==> config.mk <==
export PLATFORM = sky130hd
export DESIGN_NAME = base64_stream_codec
export DESIGN_NICKNAME = d
export VERILOG_FILES = /design/src/rtl/b64c_pkg.sv /design/src/rtl/b64c_queue.sv /design/src/rtl/b64c_front.sv /design/src/rtl/b64c_back.sv /design/src/rtl/base64_stream_codec.sv
export SDC_FILE = /design/constraint.sdc
export NUM_CORES = 1
export LEC_CHECK = 0
export BUFFER_PORTS_ARGS = -buffer_cell sky130_fd_sc_hd__buf_2
export CORE_MARGIN = 2
export CORE_UTILIZATION = 55
export DETAILED_ROUTE_END_ITERATION = 10
export PLACE_DENSITY = 0.72
export SYNTH_ARGS = -nofsm -noshare
export SYNTH_HDL_FRONTEND = slang
export SYNTH_HIERARCHICAL = 1
export SYNTH_SLANG_ARGS = --single-unit
==> constraint.sdc <==
create_clock -name clk -period 4.1 [get_ports clk]
set_clock_uncertainty 0.05 [all_clocks]
set_input_delay 0.82 -clock clk [delete_from_list [all_inputs] [get_ports clk]]
set_output_delay 0.82 -clock clk [all_outputs]
set_load 0.005 [all_outputs]
==> src/rtl/b64c_pkg.sv <==
`timescale 1ns / 1ps
// ----------------------------------------------------------------------------
// b64c_pkg: shared types, constants and alphabet functions
// Holds the command word passed from the front end to the back end and the
// base64 alphabet mappings in both directions.
// ----------------------------------------------------------------------------
package b64c_pkg;

    localparam int QUEUE_DEPTH = 2;
    localparam int MAX_RESULTS = 4;

    localparam logic [7:0] PAD_CHAR = 8'h3D;

    localparam logic DIR_ENCODE = 1'b0;
    localparam logic DIR_DECODE = 1'b1;

    // One accepted item's worth of results, up to four beats.
    typedef struct packed {
        logic [1:0]      count_m1;
        logic [3:0][7:0] bytes;
        logic            has_byte;
        logic            last;
    } cmd_t;

    typedef struct packed {
        logic       valid;
        logic [5:0] value;
    } sextet_t;

    function automatic logic [7:0] sextet_to_char(input logic [5:0] v);
        logic [7:0] c;
        if (v inside {[6'd0:6'd25]}) begin
            c = 8'h41 + {2'b00, v};
        end else if (v inside {[6'd26:6'd51]}) begin
            c = 8'h61 + {2'b00, v} - 8'd26;
        end else if (v inside {[6'd52:6'd61]}) begin
            c = 8'h30 + {2'b00, v} - 8'd52;
        end else if (v == 6'd62) begin
            c = 8'h2B;
        end else begin
            c = 8'h2F;
        end
        return c;
    endfunction

    function automatic sextet_t char_to_sextet(input logic [7:0] c);
        sextet_t s;
        s.valid = 1'b1;
        if (c inside {[8'h41:8'h5A]}) begin
            s.value = 6'(c - 8'h41);
        end else if (c inside {[8'h61:8'h7A]}) begin
            s.value = 6'(c - 8'h61 + 8'd26);
        end else if (c inside {[8'h30:8'h39]}) begin
            s.value = 6'(c - 8'h30 + 8'd52);
        end else if (c == 8'h2B) begin
            s.value = 6'd62;
        end else if (c == 8'h2F) begin
            s.value = 6'd63;
        end else begin
            s.valid = 1'b0;
            s.value = 6'd0;
        end
        return s;
    endfunction

endpackage

==> src/rtl/b64c_queue.sv <==
`timescale 1ns / 1ps
// ----------------------------------------------------------------------------
// b64c_queue: command queue between front and back end
// Small register FIFO of result commands; push and pop in the same cycle.
// ----------------------------------------------------------------------------
module b64c_queue #(
    parameter int DEPTH = b64c_pkg::QUEUE_DEPTH
) (
    input  logic            clk,
    input  logic            rst_n,
    input  logic            push,
    input  b64c_pkg::cmd_t  push_data,
    output logic            full,
    input  logic            pop,
    output b64c_pkg::cmd_t  head,
    output logic            empty
);

    localparam int PTR_W = (DEPTH > 1) ? $clog2(DEPTH) : 1;
    localparam int CNT_W = $clog2(DEPTH + 1);

    b64c_pkg::cmd_t   mem_reg [DEPTH];
    logic [PTR_W-1:0] wr_ptr_reg, wr_ptr_next;
    logic [PTR_W-1:0] rd_ptr_reg, rd_ptr_next;
    logic [CNT_W-1:0] count_reg, count_next;
    logic             do_push;
    logic             do_pop;

    assign full    = (count_reg == CNT_W'(DEPTH));
    assign empty   = (count_reg == '0);
    assign do_push = push && !full;
    assign do_pop  = pop && !empty;
    assign head    = mem_reg[rd_ptr_reg];

    always_comb
    begin
        wr_ptr_next = wr_ptr_reg;
        rd_ptr_next = rd_ptr_reg;
        count_next  = count_reg;
        if (do_push)
        begin
            wr_ptr_next = (wr_ptr_reg == PTR_W'(DEPTH - 1)) ? '0 : wr_ptr_reg + 1'b1;
        end
        if (do_pop)
        begin
            rd_ptr_next = (rd_ptr_reg == PTR_W'(DEPTH - 1)) ? '0 : rd_ptr_reg + 1'b1;
        end
        if (do_push && !do_pop)
        begin
            count_next = count_reg + 1'b1;
        end else if (do_pop && !do_push)
        begin
            count_next = count_reg - 1'b1;
        end
    end

    always_ff @(posedge clk or negedge rst_n)
    begin
        if (!rst_n)
        begin
            wr_ptr_reg <= '0;
            rd_ptr_reg <= '0;
            count_reg  <= '0;
        end else
        begin
            wr_ptr_reg <= wr_ptr_next;
            rd_ptr_reg <= rd_ptr_next;
            count_reg  <= count_next;
        end
    end

    always_ff @(posedge clk)
    begin
        if (do_push)
        begin
            mem_reg[wr_ptr_reg] <= push_data;
        end
    end

endmodule

==> src/rtl/b64c_front.sv <==
`timescale 1ns / 1ps
// ----------------------------------------------------------------------------
// b64c_front: input acceptance and stream state
// Accepts one item per cycle while the queue has room, updates the bit
// accumulator and makes at most one command of up to four result beats.
// ----------------------------------------------------------------------------
module b64c_front (
    input  logic            clk,
    input  logic            rst_n,
    input  logic            cfg_valid,
    input  logic            cfg_data,
    input  logic            in_valid,
    input  logic [7:0]      in_byte,
    input  logic            in_last,
    output logic            in_stall,
    input  logic            queue_full,
    output logic            push,
    output b64c_pkg::cmd_t  push_data
);

    logic        direction_reg, direction_next;
    logic [15:0] acc_reg, acc_next;
    logic [3:0]  pend_reg, pend_next;
    logic [1:0]  cmf_reg, cmf_next;
    logic        stopped_reg, stopped_next;

    logic              accept;
    logic              need_push;
    // encode path
    logic [5:0]        s0, s1, flush_s;
    logic [1:0]        nemit;
    logic [3:0]        pend_after;
    logic              do_flush;
    logic [2:0]        nchar;
    logic [1:0]        cm_after;
    logic [1:0]        pads;
    logic [2:0]        ntotal;
    logic [2:0][5:0]   sext;
    // decode path
    b64c_pkg::sextet_t dv;
    logic [7:0]        dec_byte;
    logic              dec_got;
    logic [3:0]        dec_pend;

    assign in_stall = queue_full;
    assign accept   = in_valid && !queue_full;
    assign push     = accept && need_push;

    // Encode: pending bits are always 0, 2 or 4 before a byte arrives.
    always_comb
    begin
        s1         = in_byte[5:0];
        nemit      = 2'd1;
        case (pend_reg)
            4'd2:
            begin
                s0         = {acc_reg[1:0], in_byte[7:4]};
                pend_after = 4'd4;
            end
            4'd4:
            begin
                s0         = {acc_reg[3:0], in_byte[7:6]};
                nemit      = 2'd2;
                pend_after = 4'd0;
            end
            default:
            begin
                s0         = in_byte[7:2];
                pend_after = 4'd2;
            end
        endcase
        flush_s  = (pend_after == 4'd4) ? {in_byte[3:0], 2'b00} : {in_byte[1:0], 4'b0000};
        do_flush = in_last && (pend_after != 4'd0);
        nchar    = {1'b0, nemit} + {2'b00, do_flush};
        cm_after = cmf_reg + nchar[1:0];
        pads     = in_last ? (2'd0 - cm_after) : 2'd0;
        ntotal   = nchar + {1'b0, pads};
        if (ntotal > 3'd4)
        begin
            ntotal = 3'd4;
        end
        sext[0] = s0;
        sext[1] = (nemit == 2'd2) ? s1 : flush_s;
        sext[2] = flush_s;
    end

    // Decode: unless stopped, a valid character with pending bits ends a byte.
    always_comb
    begin
        dv       = b64c_pkg::char_to_sextet(in_byte);
        dec_got  = 1'b1;
        case (pend_reg)
            4'd2:
            begin
                dec_byte = {acc_reg[1:0], dv.value};
                dec_pend = 4'd0;
            end
            4'd4:
            begin
                dec_byte = {acc_reg[3:0], dv.value[5:2]};
                dec_pend = 4'd2;
            end
            4'd6:
            begin
                dec_byte = {acc_reg[5:0], dv.value[5:4]};
                dec_pend = 4'd4;
            end
            default:
            begin
                dec_byte = 8'd0;
                dec_got  = 1'b0;
                dec_pend = 4'd6;
            end
        endcase
        if (stopped_reg || !dv.valid)
        begin
            dec_got = 1'b0;
        end
    end

    always_comb
    begin
        direction_next = direction_reg;
        acc_next       = acc_reg;
        pend_next      = pend_reg;
        cmf_next       = cmf_reg;
        stopped_next   = stopped_reg;
        need_push      = 1'b0;
        push_data      = '0;

        if (direction_reg == b64c_pkg::DIR_ENCODE)
        begin
            need_push          = 1'b1;
            push_data.has_byte = 1'b1;
            push_data.last     = in_last;
            push_data.count_m1 = in_last ? 2'(ntotal - 3'd1) : 2'(nemit - 2'd1);
            for (int i = 0; i < b64c_pkg::MAX_RESULTS; i++)
            begin
                if (i < 3 && 3'(i) < nchar)
                begin
                    push_data.bytes[i] = b64c_pkg::sextet_to_char(sext[i % 3]);
                end else
                begin
                    push_data.bytes[i] = b64c_pkg::PAD_CHAR;
                end
            end
            acc_next  = {acc_reg[7:0], in_byte};
            pend_next = pend_after;
            cmf_next  = cmf_reg + nemit;
        end else
        begin
            need_push          = dec_got || in_last;
            push_data.has_byte = dec_got;
            push_data.last     = in_last;
            push_data.count_m1 = 2'd0;
            push_data.bytes[0] = dec_got ? dec_byte : 8'd0;
            if (!stopped_reg)
            begin
                if (!dv.valid)
                begin
                    stopped_next = 1'b1;
                end else
                begin
                    acc_next  = {acc_reg[9:0], dv.value};
                    pend_next = dec_pend;
                end
            end
        end

        if (!accept)
        begin
            acc_next     = acc_reg;
            pend_next    = pend_reg;
            cmf_next     = cmf_reg;
            stopped_next = stopped_reg;
        end else if (in_last)
        begin
            acc_next     = '0;
            pend_next    = '0;
            cmf_next     = '0;
            stopped_next = 1'b0;
        end

        // A register write restarts the message in the selected direction.
        if (cfg_valid)
        begin
            direction_next = cfg_data;
            acc_next       = '0;
            pend_next      = '0;
            cmf_next       = '0;
            stopped_next   = 1'b0;
        end
    end

    always_ff @(posedge clk or negedge rst_n)
    begin
        if (!rst_n)
        begin
            direction_reg <= b64c_pkg::DIR_ENCODE;
            acc_reg       <= '0;
            pend_reg      <= '0;
            cmf_reg       <= '0;
            stopped_reg   <= 1'b0;
        end else
        begin
            direction_reg <= direction_next;
            acc_reg       <= acc_next;
            pend_reg      <= pend_next;
            cmf_reg       <= cmf_next;
            stopped_reg   <= stopped_next;
        end
    end

endmodule

==> src/rtl/b64c_back.sv <==
`timescale 1ns / 1ps
// ----------------------------------------------------------------------------
// b64c_back: result serializer and output register
// Moves the head command one beat per unstalled cycle into an output register.
// ----------------------------------------------------------------------------
module b64c_back (
    input  logic            clk,
    input  logic            rst_n,
    input  b64c_pkg::cmd_t  head,
    input  logic            empty,
    output logic            pop,
    output logic            out_valid,
    input  logic            out_stall,
    output logic [7:0]      out_byte,
    output logic            has_byte,
    output logic            out_last
);

    logic       valid_reg, valid_next;
    logic [7:0] byte_reg, byte_next;
    logic       has_reg, has_next;
    logic       last_reg, last_next;
    logic [1:0] idx_reg, idx_next;
    logic       load;
    logic       final_beat;

    assign load       = !valid_reg || !out_stall;
    assign final_beat = (idx_reg == head.count_m1);
    assign pop        = load && !empty && final_beat;

    assign out_valid = valid_reg;
    assign out_byte  = byte_reg;
    assign has_byte  = has_reg;
    assign out_last  = last_reg;

    always_comb
    begin
        valid_next = valid_reg;
        byte_next  = byte_reg;
        has_next   = has_reg;
        last_next  = last_reg;
        idx_next   = idx_reg;
        if (load)
        begin
            valid_next = !empty;
            if (!empty)
            begin
                byte_next = head.bytes[idx_reg];
                has_next  = head.has_byte;
                last_next = head.last && final_beat;
                idx_next  = final_beat ? 2'd0 : idx_reg + 2'd1;
            end
        end
    end

    always_ff @(posedge clk or negedge rst_n)
    begin
        if (!rst_n)
        begin
            valid_reg <= 1'b0;
            idx_reg   <= 2'd0;
        end else
        begin
            valid_reg <= valid_next;
            idx_reg   <= idx_next;
        end
    end

    always_ff @(posedge clk)
    begin
        byte_reg <= byte_next;
        has_reg  <= has_next;
        last_reg <= last_next;
    end

endmodule

==> src/rtl/base64_stream_codec.sv <==
`timescale 1ns / 1ps
// ----------------------------------------------------------------------------
// base64_stream_codec: streaming base64 encoder and decoder
// Standard alphabet with '=' padding; a one-bit register selects direction.
// ----------------------------------------------------------------------------
// Usage:
// The input channel (in_valid, in_stall) carries one byte or character per
// beat, with in_last on the final beat of a message. The output channel
// (out_valid, out_stall) returns characters or decoded bytes; has_byte is low
// only on a bare end marker that closes a decode message with no byte.
// The configuration channel (cfg_valid, cfg_ready, cfg_data) writes the
// direction: 0 encodes, 1 decodes. Every write restarts the message. The user
// must write it only while the codec is idle; the block does not enforce it.
// cfg_ready is always high. Results pass through the command queue, then the
// output register. The front end takes one beat per cycle while the queue has
// room; the back end sends one result beat per cycle while unstalled, so an
// encoded byte that yields two characters, or a last byte that yields up to
// four, goes out as successive beats. The queue depth sets how far the front
// end can run ahead. When the receiver stalls, the output register holds its
// beat, the queue fills and in_stall rises. Reset selects encode, empties the
// queue and clears the accumulator; no clearing pass is needed.
// ----------------------------------------------------------------------------
module base64_stream_codec #(
    parameter int QUEUE_DEPTH = b64c_pkg::QUEUE_DEPTH
) (
    input  logic       clk,
    input  logic       rst_n,
    input  logic       cfg_valid,
    output logic       cfg_ready,
    input  logic       cfg_data,
    input  logic       in_valid,
    output logic       in_stall,
    input  logic [7:0] in_byte,
    input  logic       in_last,
    output logic       out_valid,
    input  logic       out_stall,
    output logic [7:0] out_byte,
    output logic       has_byte,
    output logic       out_last
);

    b64c_pkg::cmd_t push_data;
    b64c_pkg::cmd_t head;
    logic           push;
    logic           pop;
    logic           queue_full;
    logic           queue_empty;

    // Configuration writes must only arrive while idle; this is not enforced.
    assign cfg_ready = 1'b1;

    // The front end owns the stream state and builds up to one command per item.
    b64c_front u_front (
        .clk        (clk),
        .rst_n      (rst_n),
        .cfg_valid  (cfg_valid),
        .cfg_data   (cfg_data),
        .in_valid   (in_valid),
        .in_byte    (in_byte),
        .in_last    (in_last),
        .in_stall   (in_stall),
        .queue_full (queue_full),
        .push       (push),
        .push_data  (push_data)
    );

    // The queue lets the input keep flowing while a multi-beat result drains.
    b64c_queue #(
        .DEPTH (QUEUE_DEPTH)
    ) u_queue (
        .clk       (clk),
        .rst_n     (rst_n),
        .push      (push),
        .push_data (push_data),
        .full      (queue_full),
        .pop       (pop),
        .head      (head),
        .empty     (queue_empty)
    );

    // The back end sends the head command out one beat at a time.
    b64c_back u_back (
        .clk       (clk),
        .rst_n     (rst_n),
        .head      (head),
        .empty     (queue_empty),
        .pop       (pop),
        .out_valid (out_valid),
        .out_stall (out_stall),
        .out_byte  (out_byte),
        .has_byte  (has_byte),
        .out_last  (out_last)
    );

endmodule
# --- Word level (Yosys, flattened, before mapping) ---
# Memory sizes are Yosys's and may differ from the RTL's.
# Cells that the tools add are included.
# W data, S select, Z words.
classes:
  bitwise_logic: 1
  n_lt_le_gt_ge: 29
  n_addsub: 32
  n_eq_ne: 15
  mux: 73
  n_reduce_logical: 42
ops:
  columns: ["op", "n"]
  rows:
  - ["$mux W8", 14]
  - ["$mux W6", 13]
  - ["$add A7 B6 Y8 const A", 6]
  - ["$le A6 B6 Y1 const B", 6]
  - ["$mux W2", 12]
  - ["$mux W4", 6]
  - ["$pmux W8 S3", 1]
  - ["$sub A8 B5 Y8 const B", 3]
  - ["$sub A8 B6 Y8 const B", 3]
  - ["$logic_and A1 B1 Y1", 22]
  - ["$mux W22", 1]
  - ["$add A6 B6 Y7 const A", 3]
  - ["$eq A6 B6 Y1 const B", 3]
  - ["$ge A6 B1 Y1 const B", 3]
  - ["$ge A6 B5 Y1 const B", 3]
  - ["$ge A6 B6 Y1 const B", 3]
  - ["$le A6 B5 Y1 const B", 3]
  - ["$mux W1", 18]
  - ["$bmux W8 S2", 1]
  - ["$eq A8 B6 Y1 const B", 2]
  - ["$ge A8 B7 Y1 const B", 2]
  - ["$le A8 B7 Y1 const B", 2]
  - ["$pmux W6 S2", 1]
  - ["$sub A6 B6 Y6 const B", 2]
  - ["37 further kinds", 59]
totals:
  mem_count: 1
  ff_bits: 31
  out_inout_bits: 13
  mem_bits_rw: 68
  wordCells: 206
memory_table:
  columns: ["name", "depth", "width", "rd", "rd_clocked_by_memory_dff", "write_ports", "line_no", "source"]
  rows:
  - ["u_queue.mem_reg", 2, 34, 1, 0, 1, "b64c_queue.sv:22", "b64c_pkg::cmd_t mem_reg [DEPTH];"]

# --- Logic depth before layout (Yosys ltp) ---
logic_depth:
  ltp_word: 17
  ltp_mapped: 16
  mapped_depth_nobuf: 13

# --- By module ---
# The synthesis kept the hierarchy.
by_module_without_submodules:
  columns: ["mod", "seq_area_each_um2", "area_each_um2", "n_inst", "cells_per_inst"]
  rows:
  - ["b64c_front", 300.3, 3120.5, 1, 431]
  - ["b64c_queue", 2262.2, 2944.1, 1, 131]
  - ["b64c_back", 375.4, 683.2, 1, 40]
  - ["base64_stream_codec", 0.0, 11.3, 1, 2]

# --- Worst setup path after synthesis ---
# No wires, ideal clock.
synth_timing:
  kind: "input port to flip-flop"
  start: "in in_byte[2]"
  end: "mem u_queue/mem_reg[0][0] (netlist bit), enable pin"
  path_buffers: 2
  path_stages: 11
  setup_slack_ns: -0.598
  arrival_time_ns: 4.219
  t_required_ns: 3.621
  path_cell_list: "clkbuf_1 inv_1 ha_1 a21o_1 a311oi_2 and2_1 buf_6 o31ai_1 a31oi_1 nand2_1 nor2_1"
synth_between:
  elab_chain_cells: 15
synth_lines:
  columns: ["element", "line_no", "source"]
  rows:
  - ["start, declared", "base64_stream_codec.sv:33", "input logic [7:0] in_byte,"]
  - ["parallel branches: the longest is 5 deep, another holds $ge A8 B6 Y1", null, null]
  - ["$mux W1 (*)", "b64c_pkg.sv:49", "if (c inside {[8'h41:8'h5A]}) begin"]
  - ["$logic_not A1 Y1 (*)", "b64c_front.sv:115", "if (stopped_reg || !dv.valid)"]
  - ["$logic_or A1 B1 Y1 (*)", "b64c_front.sv:115", null]
  - ["$mux W1 (*)", "b64c_front.sv:115", null]
  - ["$logic_or A1 B1 Y1 (*)", "b64c_front.sv:152", "need_push = dec_got || in_last;"]
  - ["$mux W1 (*)", "b64c_front.sv:131", "if (direction_reg == b64c_pkg::DIR_ENCODE)"]
  - ["$logic_and A1 B1 Y1 (*)", "b64c_front.sv:47", "assign push = accept && need_push;"]
  - ["via push", "base64_stream_codec.sv:44", "logic push;"]
  - ["$logic_and A1 B1 Y1 (*)", "b64c_queue.sv:31", "assign do_push = push && !full;"]
  - ["$mux W1 (*)", "b64c_queue.sv:74", "if (do_push)"]
  - ["$mux W1 (implied by the code) (*)", "b64c_queue.sv:76", "mem_reg[wr_ptr_reg] <= push_data;"]
  - ["end, declared", "b64c_queue.sv:22", null]
# Mark *: on every way through the listed nets, which the timed path passes.

==> flow_summary.toml <==
[status]
status = "complete, no violations"

[min_path]
worst_hold_path_type = "in -> async"

[timing]
maxClockFrequency_mhz = 259.6
report.final.setup_viol = 0
report.final.hold_viol_count = 0
setup_total_negative_slack_ns = 0
final_min_period_over_clock_period_pct = 93.96
rsz_0062_raised_after_global_routing = "false"
relSlewSlack_pct = 54.98
slew_violations = 0
worst_pin_slew_ns = 0.6753
min_period_ns = 3.852

[cts]
cts_repair_resize_count = 0
worst_skew_pair.late_latency_ns = 0.35
cts.htree.levels = 3
cts_tree = "yes"
tritoncts.num_buffers = 9
cts_hold_buf = 0
cts.repair_timing.setup_buffer_count = 0
cts_buffer_depth = 2
cts_sinks = 101
clkTransAtPathRegs_ns = 0.07
clk_root_buffer_cell = "sky130_fd_sc_hd__clkbuf_16"

[layout]
filler_cell_count = 960
drive_above_1_share_pct = 20.16
number_of_nets_in_the_finished_design = 673
most-common-layout-cells = "sky130_fd_sc_hd__edfxtp_1 (82), sky130_fd_sc_hd__nand2_1 (49), sky130_fd_sc_hd__ha_1 (37)"
diodes = 0
most_common_library_cell_in_the_layout_ignoring_fill_and_taps = "sky130_fd_sc_hd__edfxtp_1"
final-seq-area_sq_um = 2939
finalInstanceArea_sq_um = 7244
multi_input_area_sq_um = 3423
final_core_utilization_pct = 60.31
flow.area_growth_from_synthesis_pct = 7.183
largest_reg_flops = 72

[floorplanning]
chipWidth_um = 114.9
dieArea_sq_um = 13190
boundaryPins = 28
die_height_um = 114.9
fp.coreArea_sq_um = 12010
start_util_pct = 56.27
rows = 40

[detailed_routing]
route.antenna.remaining_nets = 0
detailedRoute.firstPassIterationCount = 5
routed_wire_length_per_instance_um = 19.50
via_per_inst = 6.308
vias = 4870
postRouteWirelength_mm = 15.06
detailedRoute.firstIterationViolations = 392
drc = 0

[synthesis]
synth_seq_area_share_pct = 43.47
netlist_area_sq_um = 6759
mapped_cells = 604
synth-seq-cells = 101
synth_area_leaders = "sky130_fd_sc_hd__edfxtp_1 (36%), sky130_fd_sc_hd__dfrtp_1 (7.0%), sky130_fd_sc_hd__ha_1 (6.8%), sky130_fd_sc_hd__mux2_4 (6.4%), sky130_fd_sc_hd__nand2_1 (2.7%)"
yosys_warnings = 6
ys_async_rst_share_pct = 18.81
postSynthAreaPerCell_sq_um = 11.19
synth_largest_area_cell = "sky130_fd_sc_hd__edfxtp_1"
ys.flop_type = "sky130_fd_sc_hd__edfxtp_1"
synth_enable_flop_cells = 82
synth_top_area_share_pct = 36.43
yosysUniqueCellTypes = 79

[global_routing]
grt_start_max_net_pins = 37
grt_pass1_wl_mm = 24.49
groute.layer.met2.usage_pct = 40.35
grtUsageTotal_pct = 23.78
global_route.overflow_total = 0
groute.layer.met3.usage_pct = 2.003
globalRouteMet1Util_pct = 31.89
grt_busiest_layer = "met2"
first_global_vias = 4707
antenna_found_initial = 0

[placement]
dp_hpwl_mm = 10.74
buffer_ports.inserted = 26
gp_congestion = 0.9261
dpl_cell_area_sq_um = 6968

[setup_path]
critical_path_peak_fanout = 15
worstReg2RegEnd = "u_queue/mem_reg[0][4]$_DFFE_PP_"
worstSetupPathType = "reg -> reg"
slowest_delay_ns = 0.62
timing.reg2reg.setup_slack_ns = 0.25
critical-path-top-delay-family = "compound AO/OA/AOI/OAI gates"
cp_cell_sequence = "inv_1, ha_1, nor2_1, a21oi_1, buf_4, inv_1, ha_1, a21oi_1, and3_1, nor2_1, or3_1, a221oi_1, o22ai_1"
worstSetupEndpointType = "register"
startpoint_type = "register"
ff2ff_path_depth = 13
crit_buf_inv = 3
cp_slowest_cell = "sky130_fd_sc_hd__ha_1"
rr_startpoint = "u_front/pend_reg[1]$_DFFE_PN0P_"
cp.arrival_ns = 3.87
critPathRequiredTime_ns = 4.12

[pwr]
cellLeakagePower_nw = 2.894
power_density_nw_per_um2 = 565.6
max-vdd-ir-drop_uv = 275.1

[run]
max_cap_violations = 0
==> worst max-delay path by stage <==
stage          cells past startpoint                             from  slack, ns                               to
2_1_floorplan                     10                       in_byte[2]       0.13  u_queue/mem_reg[1][0]$_DFFE_PP_
3_3_place_gp                      11                       in_byte[2]       0.29  u_queue/mem_reg[0][7]$_DFFE_PP_
3_5_place_dp                      11                       in_byte[2]       0.22  u_queue/mem_reg[1][7]$_DFFE_PP_
4_1_cts                           13  u_front/pend_reg[1]$_DFFE_PN0P_       0.38  u_queue/mem_reg[1][4]$_DFFE_PP_
5_1_grt                           13  u_front/pend_reg[1]$_DFFE_PN0P_      0.005  u_queue/mem_reg[1][4]$_DFFE_PP_
6_report                          13  u_front/pend_reg[1]$_DFFE_PN0P_       0.25  u_queue/mem_reg[0][4]$_DFFE_PP_
==> final cells by class <==
cell class / count / share of cell area (%)
Clock buffer: 10 / 3.161
Clock inverter: 6 / 0.6563
Inverter: 31 / 1.606
Multi-Input combinational cell: 431 / 47.25
Sequential cell: 101 / 40.57
Tap cell: 147 / 2.539
Timing Repair Buffer: 46 / 4.214
==> cells by family after synthesis <==
logic type	after synthesis	synth area share, %
xor+xnor	21	2.721
mux	60	12.92
fa+ha+maj	38	7.145
buf+inv	74	6.109
other cells	2	0.1111
simple gates	157	11.77
flops	101	43.47
compound gates	151	15.75
==> where the power goes <==
part           switching (W)  internal [W]  total (W)
Sequential          0.000195       0.00145    0.00165
Clock               0.000387      0.000417   0.000804
Combinational       0.000856      0.000789    0.00164
Total                0.00144       0.00266    0.00410
==> synthesized netlist by cell type, types with 4 or more instances <==
master and number:
sky130_fd_sc_hd__edfxtp_1 82, sky130_fd_sc_hd__nand2_1 49, sky130_fd_sc_hd__ha_1 37, sky130_fd_sc_hd__nor2_1 33, sky130_fd_sc_hd__a21oi_1 30, sky130_fd_sc_hd__inv_1 29
sky130_fd_sc_hd__mux2_4 29, sky130_fd_sc_hd__o21ai_0 23, sky130_fd_sc_hd__dfrtp_1 19, sky130_fd_sc_hd__buf_4 13, sky130_fd_sc_hd__mux2_2 13, sky130_fd_sc_hd__xnor2_1 13
sky130_fd_sc_hd__clkbuf_1 12, sky130_fd_sc_hd__a31oi_1 11, sky130_fd_sc_hd__nand3_1 11, sky130_fd_sc_hd__nor3_1 11, sky130_fd_sc_hd__mux2i_1 10, sky130_fd_sc_hd__a211oi_1 9
sky130_fd_sc_hd__a21o_1 9, sky130_fd_sc_hd__a22oi_1 8, sky130_fd_sc_hd__o21ai_1 8, sky130_fd_sc_hd__xor2_1 8, sky130_fd_sc_hd__and3_1 6, sky130_fd_sc_hd__buf_2 6
sky130_fd_sc_hd__nand2b_1 6, sky130_fd_sc_hd__nand4_1 6, sky130_fd_sc_hd__nor2b_1 6, sky130_fd_sc_hd__nor3b_1 6, sky130_fd_sc_hd__buf_1 5, sky130_fd_sc_hd__mux4_2 5
sky130_fd_sc_hd__a221oi_1 4, sky130_fd_sc_hd__a222oi_1 4, sky130_fd_sc_hd__and2_1 4, sky130_fd_sc_hd__buf_6 4, sky130_fd_sc_hd__o31ai_1 4, sky130_fd_sc_hd__o32ai_1 4
==> stage by stage <==
stage	hold WS (ns)	cells	total power (W)	setup WS (ns)
CTS	0.3727	772	0.004107	0.3843
global placement	0.4276	756	0.003257	0.2910
finish	0.3684	772	0.004097	0.2478
floorplan	0.4054	606	0.002930	0.1292
detailed placement	0.4489	756	0.003305	0.2197
global route	0.4057	772	0.004325	0.004676
==> per-layer routing <==
layer	wire, um	vias to the layer above	share of wire (%)
met2	7485	195	50
met3	691	25	4.6
met4	357	0	2.4
met1	6521	2357	43
met5	0	-	0
li1	-	2293	-
==> worst reg2reg max path: stages, from the launching register on <==
cell and delay (ns):
sky130_fd_sc_hd__dfrtp_1 0.42, sky130_fd_sc_hd__inv_1 0.11, sky130_fd_sc_hd__ha_1 0.62, sky130_fd_sc_hd__nor2_1 0.10
sky130_fd_sc_hd__a21oi_1 0.24, sky130_fd_sc_hd__buf_4 0.21, sky130_fd_sc_hd__inv_1 0.10, sky130_fd_sc_hd__ha_1 0.20
sky130_fd_sc_hd__a21oi_1 0.18, sky130_fd_sc_hd__and3_1 0.23, sky130_fd_sc_hd__nor2_1 0.11, sky130_fd_sc_hd__or3_1 0.38
sky130_fd_sc_hd__a221oi_1 0.40, sky130_fd_sc_hd__o22ai_1 0.22
Power figures use the tool's default switching activity.
